[config.mk]
export PLATFORM = sky130hd
export DESIGN_NAME = alc_div_cell
export DESIGN_NICKNAME = d
export VERILOG_FILES = /design/src/hdl/alc_pkg.sv /design/src/hdl/alc_div_cell.sv
export SDC_FILE = /design/constraint.sdc
export NUM_CORES = 1
export LEC_CHECK = 0
export ABC_AREA = 1
export CAP_MARGIN = 20
export CORE_MARGIN = 5
export CORE_UTILIZATION = 40
export DETAILED_ROUTE_END_ITERATION = 8
export DONT_BUFFER_PORTS = 1
export PLACE_DENSITY_LB_ADDON = 0.1
export SYNTH_ARGS = -nofsm -noshare
export SYNTH_HDL_FRONTEND = slang
export SYNTH_SLANG_ARGS = --single-unit
[constraint.sdc]
create_clock -name clk -period 0.8 [get_ports clk]
set_input_delay 0 -clock clk [delete_from_list [all_inputs] [get_ports clk]]
set_output_delay 0 -clock clk [all_outputs]
set_load 0.005 [all_outputs]
[src/hdl/alc_pkg.sv]
package alc_pkg;

    localparam int VIS_W  = 16;
    localparam int TIME_W = 10;
    localparam int GAIN_W = 14;
    localparam int VT_W   = VIS_W + TIME_W;
    localparam int DEN_W  = VT_W + GAIN_W;
    localparam int LUX_W  = 48;

    // operand prep, squares, products, range check
    localparam int FRONT_STAGES = 4;
    localparam int LATENCY      = FRONT_STAGES + LUX_W + 1;

    localparam int ADDR_W = 3;
    localparam logic [0:0] REG_TIME = 1'b0;
    localparam logic [0:0] REG_GAIN = 1'b1;

    typedef struct packed {
        logic [VIS_W-1:0] visible_count;
        logic [VIS_W-1:0] ir_count;
    } reading_t;

    typedef struct packed {
        logic [LUX_W-1:0] lux_fixed;
        logic             no_light;
        logic             saturated;
    } result_t;

    // Token carried down the divider row. work holds the unused dividend
    // bits at the top and the quotient bits shifted in at the bottom.
    typedef struct packed {
        logic             no_light;
        logic             sat;
        logic [DEN_W-1:0] den;
        logic [DEN_W-1:0] rem;
        logic [LUX_W-1:0] work;
    } div_tok_t;

    function automatic logic [TIME_W-1:0] time_ms(input logic [2:0] code);
        logic [TIME_W-1:0] t;
        unique case (code)
            3'd0:    t = TIME_W'(100);
            3'd1:    t = TIME_W'(200);
            3'd2:    t = TIME_W'(300);
            3'd3:    t = TIME_W'(400);
            3'd4:    t = TIME_W'(500);
            3'd5:    t = TIME_W'(600);
            default: t = TIME_W'(100);
        endcase
        return t;
    endfunction

    function automatic logic [GAIN_W-1:0] gain_val(input logic [1:0] code);
        logic [GAIN_W-1:0] g;
        unique case (code)
            2'd0:    g = GAIN_W'(1);
            2'd1:    g = GAIN_W'(25);
            2'd2:    g = GAIN_W'(428);
            default: g = GAIN_W'(9876);
        endcase
        return g;
    endfunction

endpackage

[src/hdl/alc_div_cell.sv]
module alc_div_cell (
    input  logic              clk,
    input  logic              rst_n,
    input  logic              valid_in,
    input  alc_pkg::div_tok_t tok_in,
    output logic              valid_out,
    output alc_pkg::div_tok_t tok_out
);

    logic                           valid_reg;
    alc_pkg::div_tok_t              tok_reg, tok_next;
    logic [alc_pkg::DEN_W:0]        trial, trial_sub;
    logic                           take;

    // one restoring step: bring down the next dividend bit, subtract if it fits
    always_comb
    begin
        trial     = {tok_in.rem, tok_in.work[alc_pkg::LUX_W-1]};
        trial_sub = trial - {1'b0, tok_in.den};
        take      = (trial >= {1'b0, tok_in.den});
        tok_next      = tok_in;
        tok_next.rem  = take ? trial_sub[alc_pkg::DEN_W-1:0] : trial[alc_pkg::DEN_W-1:0];
        tok_next.work = {tok_in.work[alc_pkg::LUX_W-2:0], take};
    end

    always_ff @(posedge clk or negedge rst_n)
    begin
        if (!rst_n)
        begin
            valid_reg <= 1'b0;
        end
        else
        begin
            valid_reg <= valid_in;
        end
    end

    always_ff @(posedge clk)
    begin
        tok_reg <= tok_next;
    end

    assign valid_out = valid_reg;
    assign tok_out   = tok_reg;

endmodule

# Word level (Yosys, flattened, before mapping)
# Index checks and enable logic that the tools add are counted.
totals:
  input_bits: 133
  regBits: 131
  word_cells: 9
  out_inout_bits: 131
op_classes:
  add_sub_neg: 1
  order_cmp: 1
  muxes: 1
ops:
  columns: ["cell", "n"]
  rows:
  - [">= comparator 41 x 40 -> 1 bit", 1]
  - ["2-to-1 mux 40 bit", 1]
  - ["subtractor 40 bit", 1]

# Logic depth before layout (Yosys ltp)
logic_depth:
  depth_word: 2
  ltp_mapped: 15
  ltp_nobuf: 15

# Worst setup path after synthesis
# OpenSTA, ideal clock, no wires.
synth_path:
  path_kind: "input port to flip-flop"
  start: "in tok_in[47] (netlist name)"
  end: "reg tok_reg (netlist bit tok_out[80])"
  path_buffers: 0
  setup_ns: 0.113
  arrival_ns: 1.474
  required_ns: 0.687
  setup_slack_ns: -0.787
  stages: 15
  path_cell_list: "inv_1 > ha_1 > fa_1 > inv_1 > nand3_1 > nand3_1 > nand2_1 > nand2_1 > nand2_1 > nand2_1 > nand2_1 > nand2_1 > nand2_1 > nand3_1 > nand2_1"
synth_rtl:
  columns: ["element", "line", "text"]
  rows:
  - ["start: declaration", "alc_div_cell.sv:5", "input alc_pkg::div_tok_t tok_in,"]
  - ["end signal: assignment", "alc_div_cell.sv:40", "tok_reg <= tok_next;"]
  - ["end: declaration", "alc_div_cell.sv:11", "alc_pkg::div_tok_t tok_reg, tok_next;"]

==> flow_summary.toml <==
[sta]
slew_viol_final = 0
fmax_mhz = 826
setup_viol = 42
whs_ps = -404
worst_pin_slew_ps = 323
hold_violations = 28
fin_crit_sh = 1.51
fin_setup_tns_ps = -15880
rsz0062_at_grt = "yes"
fin_crit_ps = 1210
fin_ws_ps = -410
relSlewSlack = 0.782

[synthesis]
yosysWarnings = 0
synth_nets = 1119
yosysUniqueCellTypes = 31
yosysSeqAreaShare = 0.397
synth-adder-area-share = 0.0786
yosys.area_share.simple = 0.343
synth_seq_cells = 131
synth_top_area_cell = "dfxtp_1"
synthXorXnorAreaFrac = 0.0291
synthMuxAreaShare = 0
yosys-top-cells-area = "dfxtp_1 39%, nand2_1 19%, inv_1 9.5%"
synth_top_area_frac = 0.393
synthCells = 945
syn_area_mm2 = 0.00662
synth_top_family_by_area = "simple AND/OR/NAND/NOR gates"
synth-compound-area-share = 0.0376
syn_area_per_cell_um2 = 7.01

[routing]
drt-total-wl_um = 23700
drt_iter0_drc = 359
drt_first_pass_iters = 5
vias = 6554
wl_per_cell_um = 16.5
drc = 0
ant_nets = 0
vias_per_cell = 4.58

[clock_network]
clock_path_buffers = 2
cts_buffers = 17
clkTransAtPathRegs_ps = 60
cts_max_level = 4
cts_tree = "yes"
clock_sinks = 131
cts-root-buf = "clkbuf_16"

[grt]
grt_pass1_vias = 6788
grt_max_degree = 21
grt_util_all_layers = 0.241
grt_overflow = 0
antenna_found_initial = 0
grt_pass1_wl_um = 36700

[worst_setup_path]
crit_path_start = "tok_in[102]"
crit_path_end = "tok_out[70]"
critPathMaxFanout = 14
critical_path_class = "in2reg"
crit_path_start_kind = "primary input"
cp-end-kind = "flop"
worstPathArrival_ps = 1540
cp.required_ps = 1130

[placed_design]
port_buffers = 0
place_area_mm2 = 0.00842
dp.cells = 1284
hpwl_um = 17600
gp_congestion = 0.887

[finish]
design_area_mm2 = 0.0107
finalNetCount = 1371
syn_to_final_growth_pct = 61.6
layout-drive-gt1-share = 0.344
fin_cells = 1430
diodes = 0
layout_commonest_cell = "nand2_1"
layout_common_cells = "278 x nand2_1, 146 x inv_1, 127 x buf_4"
fill_cells = 1425

[floorplan]
rows = 47
dieArea_mm2 = 0.0192
ios = 264
coreArea_mm2 = 0.0164
fp.dieH_um = 139
initial_core_util = 0.404
die_w_um = 139

[run_status]
status = "finished, violations left"
violations = "hold timing, setup timing"

[pwr]
power.total_w = 0.0210
p_per_area_mw_per_mm2 = 1960
vdd_drop_max_mv = 1.55
p_leak_nw = 5.29

[worst_hold_path]
hp-class = "in2reg"

[run]
maxCapViolCount = 0
[layer usage]
metal,share of wire,up-vias,track usage
li1,-,3384,-
met1,0.42,2916,0.289
met2,0.49,231,0.422
met3,0.070,23,0.0707
met4,0.015,0,0.0685
met5,0,-,0
[area by class of cell]
cell class / count / area [um2] / share of cell area
Clock buffer: 18 / 429 / 0.0401
Clock inverter: 14 / 169 / 0.0158
Inverter: 173 / 674 / 0.0630
Multi-Input combinational cell: 629 / 4270 / 0.399
Sequential cell: 131 / 2660 / 0.249
Tap cell: 220 / 275 / 0.0257
Timing Repair Buffer: 245 / 2220 / 0.208
[how the worst min path moves through the flow]
stage,depth (start not counted),slack [ps],startpoint,to
floorplan,0,-300,rst_n,valid_out
global placement,0,-300,rst_n,valid_out
detailed placement,0,-300,rst_n,valid_out
CTS,0,-430,tok_in[126],tok_out[126]
global route,0,-420,tok_in[89],tok_out[89]
finish,0,-400,tok_in[89],tok_out[89]
[what timing repair did]
item	in CTS	in global routing
buffers inserted	3	1
cloned	1	2
hold buffers	88	19
gates resized for setup	59	96
setup endpoints to repair	57	58
hold endpoints to repair	131	45
pin swaps	6	34
[metrics by stage]
stage / setup slack (ps) / util
2_1_floorplan: -599 / -
3_3_place_gp: -896 / 0.513
3_5_place_dp: -898 / 0.513
4_1_cts: -354 / 0.619
5_1_grt: -490 / 0.653
6_report: -410 / 0.653
[cells in the mapped netlist]
cell	count
nand2_4	1
nor2_2	9
dfxtp_1	130
nand3_1	66
buf_6	5
nand3b_1	7
inv_1	168
xnor2_1	1
a21oi_2	2
inv_2	3
dfrtp_1	1
nor2_4	3
xor2_1	21
nand2_2	3
fa_1	1
clkinv_1	2
nor3_1	6
nand4_1	3
nor2_1	68
a21o_1	2
a21oi_1	28
nand3_2	22
a31oi_1	1
o21ai_1	2
buf_4	4
o21bai_1	2
nand2_1	332
buf_2	2
o21ai_0	9
buf_8	1
ha_1	40
[cell families (layout without fill, tap and decap cells)]
family                   after synthesis  after routing
buffers and inverters                185            450
adder cells (fa/ha/maj)               41             41
flip-flops                           131            131
XOR/XNOR                              22             22
AND/OR/NAND/NOR                      520            520
AO/OA/AOI/OAI                         46             46
[power by group]
| part | switching [W] | leakage, nW | internal [W] |
|---|---|---|---|
| combinational | 0.00267 | 3.89 | 0.00265 |
| clock | 0.00332 | 0.290 | 0.00469 |
| sequential | 0.000405 | 1.11 | 0.00724 |
[sequential cells by signal (all words and copies together) (netlist names)]
signal / count
tok_out: 130
valid_out: 1
[critical path, stage by stage]
cell and delay [ps]:
inv_1 50, ha_4 270, nand2_1 70, nand2_1 80
nand2_1 70, nand2_1 90, inv_1 70, nand2_1 80
nand2_2 80, nand3_2 110, nand2_4 140, nand2_8 120
buf_12 180, nand2_1 60, nand2_1 70
No activity file was read; power rests on OpenSTA's default activity.
