<file path="src/hdl/alc_pkg.sv">
package alc_pkg;

    localparam int VIS_W  = 16;
    localparam int TIME_W = 10;
    localparam int GAIN_W = 14;
    localparam int VT_W   = VIS_W + TIME_W;
    localparam int DEN_W  = VT_W + GAIN_W;
    localparam int LUX_W  = 48;

    // operand prep, squares, products, range check
    localparam int FRONT_STAGES = 4;
    localparam int LATENCY      = FRONT_STAGES + LUX_W + 1;

    localparam int ADDR_W = 3;
    localparam logic [0:0] REG_TIME = 1'b0;
    localparam logic [0:0] REG_GAIN = 1'b1;

    typedef struct packed {
        logic [VIS_W-1:0] visible_count;
        logic [VIS_W-1:0] ir_count;
    } reading_t;

    typedef struct packed {
        logic [LUX_W-1:0] lux_fixed;
        logic             no_light;
        logic             saturated;
    } result_t;

    // Token carried down the divider row. work holds the unused dividend
    // bits at the top and the quotient bits shifted in at the bottom.
    typedef struct packed {
        logic             no_light;
        logic             sat;
        logic [DEN_W-1:0] den;
        logic [DEN_W-1:0] rem;
        logic [LUX_W-1:0] work;
    } div_tok_t;

    function automatic logic [TIME_W-1:0] time_ms(input logic [2:0] code);
        logic [TIME_W-1:0] t;
        unique case (code)
            3'd0:    t = TIME_W'(100);
            3'd1:    t = TIME_W'(200);
            3'd2:    t = TIME_W'(300);
            3'd3:    t = TIME_W'(400);
            3'd4:    t = TIME_W'(500);
            3'd5:    t = TIME_W'(600);
            default: t = TIME_W'(100);
        endcase
        return t;
    endfunction

    function automatic logic [GAIN_W-1:0] gain_val(input logic [1:0] code);
        logic [GAIN_W-1:0] g;
        unique case (code)
            2'd0:    g = GAIN_W'(1);
            2'd1:    g = GAIN_W'(25);
            2'd2:    g = GAIN_W'(428);
            default: g = GAIN_W'(9876);
        endcase
        return g;
    endfunction

endpackage

</file>
<file path="src/hdl/alc_front.sv">
module alc_front #(
    parameter int LUX_DIVISOR_FACTOR = 408,
    parameter int FRACTION_BITS      = 16
) (
    input  logic                          clk,
    input  logic                          rst_n,
    input  logic                          start,
    input  alc_pkg::reading_t             reading,
    input  logic [alc_pkg::TIME_W-1:0]    time_val,
    input  logic [alc_pkg::GAIN_W-1:0]    gain_val,
    output logic                          tok_valid,
    output alc_pkg::div_tok_t             tok
);

    localparam int DF_W  = $clog2(LUX_DIVISOR_FACTOR + 1);
    localparam int SQ_W  = 2 * alc_pkg::VIS_W;
    localparam int NUM_W = SQ_W + DF_W;
    localparam int X_W   = NUM_W + FRACTION_BITS + alc_pkg::LUX_W;

    // stage 1: difference magnitude
    logic [2:0]                     vld_reg, vld_next;
    logic [alc_pkg::VIS_W-1:0]      vis1_reg, vis1_next;
    logic [alc_pkg::VIS_W-1:0]      diff1_reg, diff1_next;
    logic [alc_pkg::TIME_W-1:0]     time1_reg;
    logic [alc_pkg::GAIN_W-1:0]     gain1_reg, gain2_reg;
    logic                           nl1_reg, nl2_reg, nl3_reg;
    // stage 2: square and vis*time
    logic [SQ_W-1:0]                sq2_reg, sq2_next;
    logic [alc_pkg::VT_W-1:0]       vt2_reg, vt2_next;
    // stage 3: numerator and denominator
    logic [NUM_W-1:0]               num3_reg, num3_next;
    logic [alc_pkg::DEN_W-1:0]      den3_reg, den3_next;
    // stage 4: range check and divider seed
    logic                           tok_valid_reg;
    alc_pkg::div_tok_t              tok_reg, tok_next;
    logic [X_W-1:0]                 n_ext, hi_ext;

    always_comb
    begin
        vis1_next  = reading.visible_count;
        diff1_next = (reading.visible_count >= reading.ir_count)
                   ? reading.visible_count - reading.ir_count
                   : reading.ir_count - reading.visible_count;
        vld_next   = {vld_reg[1:0], start};

        sq2_next  = SQ_W'(diff1_reg) * SQ_W'(diff1_reg);
        vt2_next  = alc_pkg::VT_W'(vis1_reg) * alc_pkg::VT_W'(time1_reg);

        num3_next = NUM_W'(sq2_reg) * NUM_W'(LUX_DIVISOR_FACTOR);
        den3_next = alc_pkg::DEN_W'(vt2_reg) * alc_pkg::DEN_W'(gain2_reg);

        // quotient fits the field only if the top part of num<<F is below den
        n_ext  = X_W'(num3_reg) << FRACTION_BITS;
        hi_ext = n_ext >> alc_pkg::LUX_W;
        tok_next.no_light = nl3_reg;
        tok_next.sat      = (hi_ext >= X_W'(den3_reg));
        tok_next.den      = den3_reg;
        tok_next.rem      = hi_ext[alc_pkg::DEN_W-1:0];
        tok_next.work     = n_ext[alc_pkg::LUX_W-1:0];
    end

    always_ff @(posedge clk or negedge rst_n)
    begin
        if (!rst_n)
        begin
            vld_reg       <= '0;
            tok_valid_reg <= 1'b0;
        end
        else
        begin
            vld_reg       <= vld_next;
            tok_valid_reg <= vld_reg[2];
        end
    end

    always_ff @(posedge clk)
    begin
        vis1_reg  <= vis1_next;
        diff1_reg <= diff1_next;
        time1_reg <= time_val;
        gain1_reg <= gain_val;
        nl1_reg   <= (reading.visible_count == '0);

        sq2_reg   <= sq2_next;
        vt2_reg   <= vt2_next;
        gain2_reg <= gain1_reg;
        nl2_reg   <= nl1_reg;

        num3_reg  <= num3_next;
        den3_reg  <= den3_next;
        nl3_reg   <= nl2_reg;

        tok_reg   <= tok_next;
    end

    assign tok_valid = tok_valid_reg;
    assign tok       = tok_reg;

endmodule

</file>
<file path="config.mk">
export PLATFORM = sky130hd
export DESIGN_NAME = alc_front
export DESIGN_NICKNAME = d
export VERILOG_FILES = /design/src/hdl/alc_pkg.sv /design/src/hdl/alc_front.sv
export SDC_FILE = /design/constraint.sdc
export NUM_CORES = 2
export LEC_CHECK = 0
export BUFFER_PORTS_ARGS = -buffer_cell sky130_fd_sc_hd__buf_4
export CORE_ASPECT_RATIO = 1.1
export CORE_MARGIN = 5
export CORE_UTILIZATION = 25
export DETAILED_ROUTE_END_ITERATION = 10
export SETUP_SLACK_MARGIN = 0.4
export SYNTH_ARGS = -nofsm -noshare
export SYNTH_HDL_FRONTEND = slang
export SYNTH_SLANG_ARGS = --single-unit
</file>
<file path="constraint.sdc">
create_clock -name clk -period 7.4 [get_ports clk]
set_input_delay 0.37 -clock clk [delete_from_list [all_inputs] [get_ports clk]]
set_output_delay 0.37 -clock clk [all_outputs]
set_load 0.05 [all_outputs]
</file>
# --- Word level (Yosys, flattened, before mapping) ---
# Cells that the tools add are included.
word_totals:
  reg_bits: 293
  latch_bits: 0
  ramBits: 0
  romBits: 0
  in_bits: 59
  output_inout_bits: 131
  wordCells: 29
  n_memories: 0
op_classes:
  n_addsub: 2
  mul: 4
  n_div: 0
  order_cmp: 2
  eq_ne: 0
  shift: 0
  mux: 1
  n_bitwise: 0
  reduce_logical: 1
ops:
  columns: ["op", "count"]
  rows:
  - [">= comparator 9 x 40 -> 1 bit", 1]
  - ["multiplier 26 x 14 -> 40 bit", 1]
  - ["multiplier 32 x 6 -> 38 bit (second input constant)", 1]
  - ["multiplier 16 x 16 -> 32 bit", 1]
  - ["subtractor 16 bit", 2]
  - ["multiplier 16 x 10 -> 26 bit", 1]
  - [">= comparator 16 bit", 1]
  - ["zero test 16 bit", 1]
  - ["two-way mux 16 bit", 1]

# --- Longest topological paths before layout ---
logic_depth:
  ltp_word: 2
  mapped_depth: 25
  ltp_nobuf: 24

# --- Worst setup path before layout ---
# OpenSTA, ideal clock, no wires.
synth_path:
  path_type: "register -> register"
  start: "register diff1_reg[13] (netlist name)"
  end: "register sq2_reg[30]"
  setup_ps: 62
  t_arrival_ps: 5960
  required_time_ps: 7338
  setup_slack_ps: 1378
  path_stages_with_launch: 24
  n_path_buf: 1
  period_less_slack_ps: 6022
  cell_sequence: "dfxtp_1 > clkbuf_1 > nand2_1 > fa_1 > inv_1 > fa_1 > inv_1 > fa_1 > inv_1 > fa_1 > inv_1 > fa_1 > inv_1 > fa_1 > ha_1 > a21o_1 > a21o_1 > a21oi_1 > o31a_1 > o31ai_1 > a211oi_1 > nor3_1 > or4_1 > nand3_1"
synth_via:
  elab_chain_len: 1
synth_rtl:
  columns: ["element", "line", "source"]
  rows:
  - ["start, declared", "alc_front.sv:23", "logic [alc_pkg::VIS_W-1:0] diff1_reg, diff1_next;"]
  - ["start signal, assigned", "alc_front.sv:79", "diff1_reg <= diff1_next;"]
  - ["multiplier 16 x 16 -> 32 bit", "alc_front.sv:46", "sq2_next = SQ_W'(diff1_reg) * SQ_W'(diff1_reg);"]
  - ["net sq2_next[30]", "alc_front.sv:28", "logic [SQ_W-1:0] sq2_reg, sq2_next;"]
  - ["end signal, assigned", "alc_front.sv:84", "sq2_reg <= sq2_next;"]
  - ["end, declared", "alc_front.sv:28", null]
# The timed path passes the listed nets, and every way through them passes these cells.

# --- Worst setup path in the final report ---
layout_path:
  start: "register diff1_reg[1] (netlist name)"
  end: "register sq2_reg[30]"
# The elaborated chain is that of the path after synthesis.

==> results.json <==
{
  "first_global_vias": 26663,
  "fmax_mhz": 155,
  "drcViolationCount": 0,
  "relSlewSlack_pct": 24.9,
  "numCtsBuffers": 40,
  "drt-pass1-iter-count": 7,
  "rsz0062_at_grt": "false",
  "synth.top_cell.area_share_pct": 34.6,
  "async_reset_ff_share_pct": 1.38,
  "rows": 145,
  "synth_most_common_cell": "inv_1",
  "setup_viol": 0,
  "synthTopCellsByArea": "fa_1 35%, dfxtp_1 16%, ha_1 13%",
  "min_path_type": "primary input to async pin",
  "syn_inst": 3781,
  "drv_cap": 0,
  "crit_fanout": 18,
  "grt_use_total_pct": 11.8,
  "seq_area_frac_synth_pct": 16.3,
  "coreArea_sq_um": 142000,
  "nNetsFinal": 4959,
  "gp_congestion": 0.850,
  "io_pins": 190,
  "drt_iter0_markers": 1044,
  "yosysWarnings": 0,
  "cts_tree": "yes",
  "drv_slew": 0,
  "synth_area_leader_cell": "fa_1",
  "die_w_microns": 370,
  "synthFlopType": "dfxtp_1",
  "drive_gt1_share_pct": 6.61,
  "wire_per_inst_microns": 14.8,
  "syn-cell-area_sq_um": 35700,
  "critPathKind": "register to register",
  "clkSinkCount": 290,
  "r2r_slack_ns": 0.93,
  "path_depth": 22,
  "startpoint": "diff1_reg[1]",
  "clk_latency_ns": 0.59,
  "crit_path_start_kind": "register",
  "dp_hpwl_mm": 71.5,
  "syn_area_per_cell_sq_um": 9.44,
  "critPathCaptureType": "register",
  "die_area_sq_um": 150000,
  "ys_ff_latch": 290,
  "wirelength_mm": 86.8,
  "grt_overflow": 0,
  "largest_register_ffs": 79,
  "clkTransAtPathRegs_ns": 0.05,
  "portBuffers": 139,
  "clockRootBuffer": "clkbuf_16",
  "fp.dieH_microns": 406,
  "synth_edf_count": 0,
  "syn_to_final_growth_pct": 13.3,
  "finClkSkew_ns": 0.0316,
  "arrival_ns": 6.98,
  "final.period_utilization_pct": 87.4,
  "hold_viol_final": 0,
  "finalSetupTns_ns": 0,
  "synthTopCellsByCount": "790 x inv_1, 616 x fa_1, 414 x nand2_1",
  "cpMostUsedCell": "fa_1",
  "grt_pass1_wl_mm": 143,
  "slowest_delay_ns": 0.69,
  "required_ns": 7.91,
  "slowest_stage": "dfxtp_1",
  "htreeDepth": 2,
  "worst_slew_pin_slew_ns": 1.12,
  "via_per_inst": 4.23,
  "r2r-start": "diff1_reg[1]",
  "initial_core_util_pct": 25.2,
  "grt_max_degree": 27,
  "detail-route-antenna-nets": 0,
  "crit_path_cell_trace": "nand2_1, fa_1, inv_1, fa_1, inv_1, fa_1, inv_1, fa_1, inv_1, fa_1, inv_1, fa_1, ha_1, a21o_1, a21o_1, a21oi_1, o31a_1, o31ai_1, a211oi_1, nor3_1, or4_1, nand3_1",
  "crit_buf_inv": 5,
  "vias": 24735,
  "status": "complete, no violations",
  "min_period_ns": 6.47,
  "yosys.cell_types.count": 87,
  "reg2reg_depth": 22,
  "r2r_end": "sq2_reg[30]",
  "antenna_found_initial": 13,
  "cp-endpoint": "sq2_reg[30]",
  "cts_max_path_buffers": 3,
  "cp_top_family": "adder cells"
}
==> cells in the final DEF, fill, tap and decap left out, types with 92 or more instances in the layout <==
cell / count
inv_1: 790
dfxtp_1: 285
xnor2_1: 92
nor2_1: 93
nand2_1: 414
fa_1: 616
ha_1: 381
and2_1: 283
buf_4: 159
a21oi_1: 122
==> worst min path at each step <==
stage,start,end,slack (ns)
detailed placement,rst_n,vld_reg[2],0.17
finish,rst_n,vld_reg[2],0.14
global route,rst_n,vld_reg[2],0.12
CTS,rst_n,vld_reg[2],0.09
floorplan,rst_n,tok_valid,0.07
global placement,rst_n,tok_valid,0.16
==> area by class of cell <==
cell class,count,area [sq um]
fill,15056,101000
multi-input combinational,2580,26200
sequential,290,5830
inverter,790,2970
tap,1911,2390
timing repair buffer,201,1610
clock buffer,51,1100
clock inverter,19,284
antenna,9,22.5
==> metal layers <==
layer,up-vias,GRT usage [%],share of wire [%]
met2,656,19.3,46
met4,0,3.69,3.1
met3,137,1.93,5.6
li1,11791,-,-
met5,-,0,0
met1,12151,15.8,46
==> per-stage QoR <==
| step | util (%) | cells | setup WS, ns | cell area (sq um) | hold slack, ns |
|---|---|---|---|---|---|
| 6_report | 28.5 | 5851 | 0.933 | 40400 | 0.144 |
| 5_1_grt | 28.5 | 5847 | 0.494 | 40400 | 0.124 |
| 4_1_cts | 28.5 | 5842 | 0.848 | 40400 | 0.0868 |
| 3_5_place_dp | 27.2 | 5730 | 0.898 | 38600 | 0.168 |
| 3_3_place_gp | 27.2 | 5730 | 0.947 | 38600 | 0.164 |
| 2_1_floorplan | - | 3832 | 1.38 | 35900 | 0.0744 |
==> cell families (layout without fill, tap and decap cells) <==
group | count (synthesis) | count (layout) | share of synthesized area [%]
other | 2 | 62 | 0.0210
DFF | 290 | 290 | 16.3
buffers and inverters | 962 | 1061 | 10.7
AOI/OAI and AO/OA | 438 | 438 | 8.42
adders and majority gates | 997 | 997 | 47.9
muxes | 10 | 10 | 0.302
and+or+nand+nor | 949 | 949 | 13.0
xor gates and xnor gates | 133 | 133 | 3.26
==> repair_timing <==
action                                  4_1_cts  5_1_grt
endpoints found under the setup margin        0        1
hold endpoints to repair                     45        0
hold buffers                                 42        0
setup buffers                                 0        0
resized for setup                             0        1
Power is left out: the tool's default activity adds up to more than one toggle a clock period on the data nets, which glitch-free logic cannot reach.
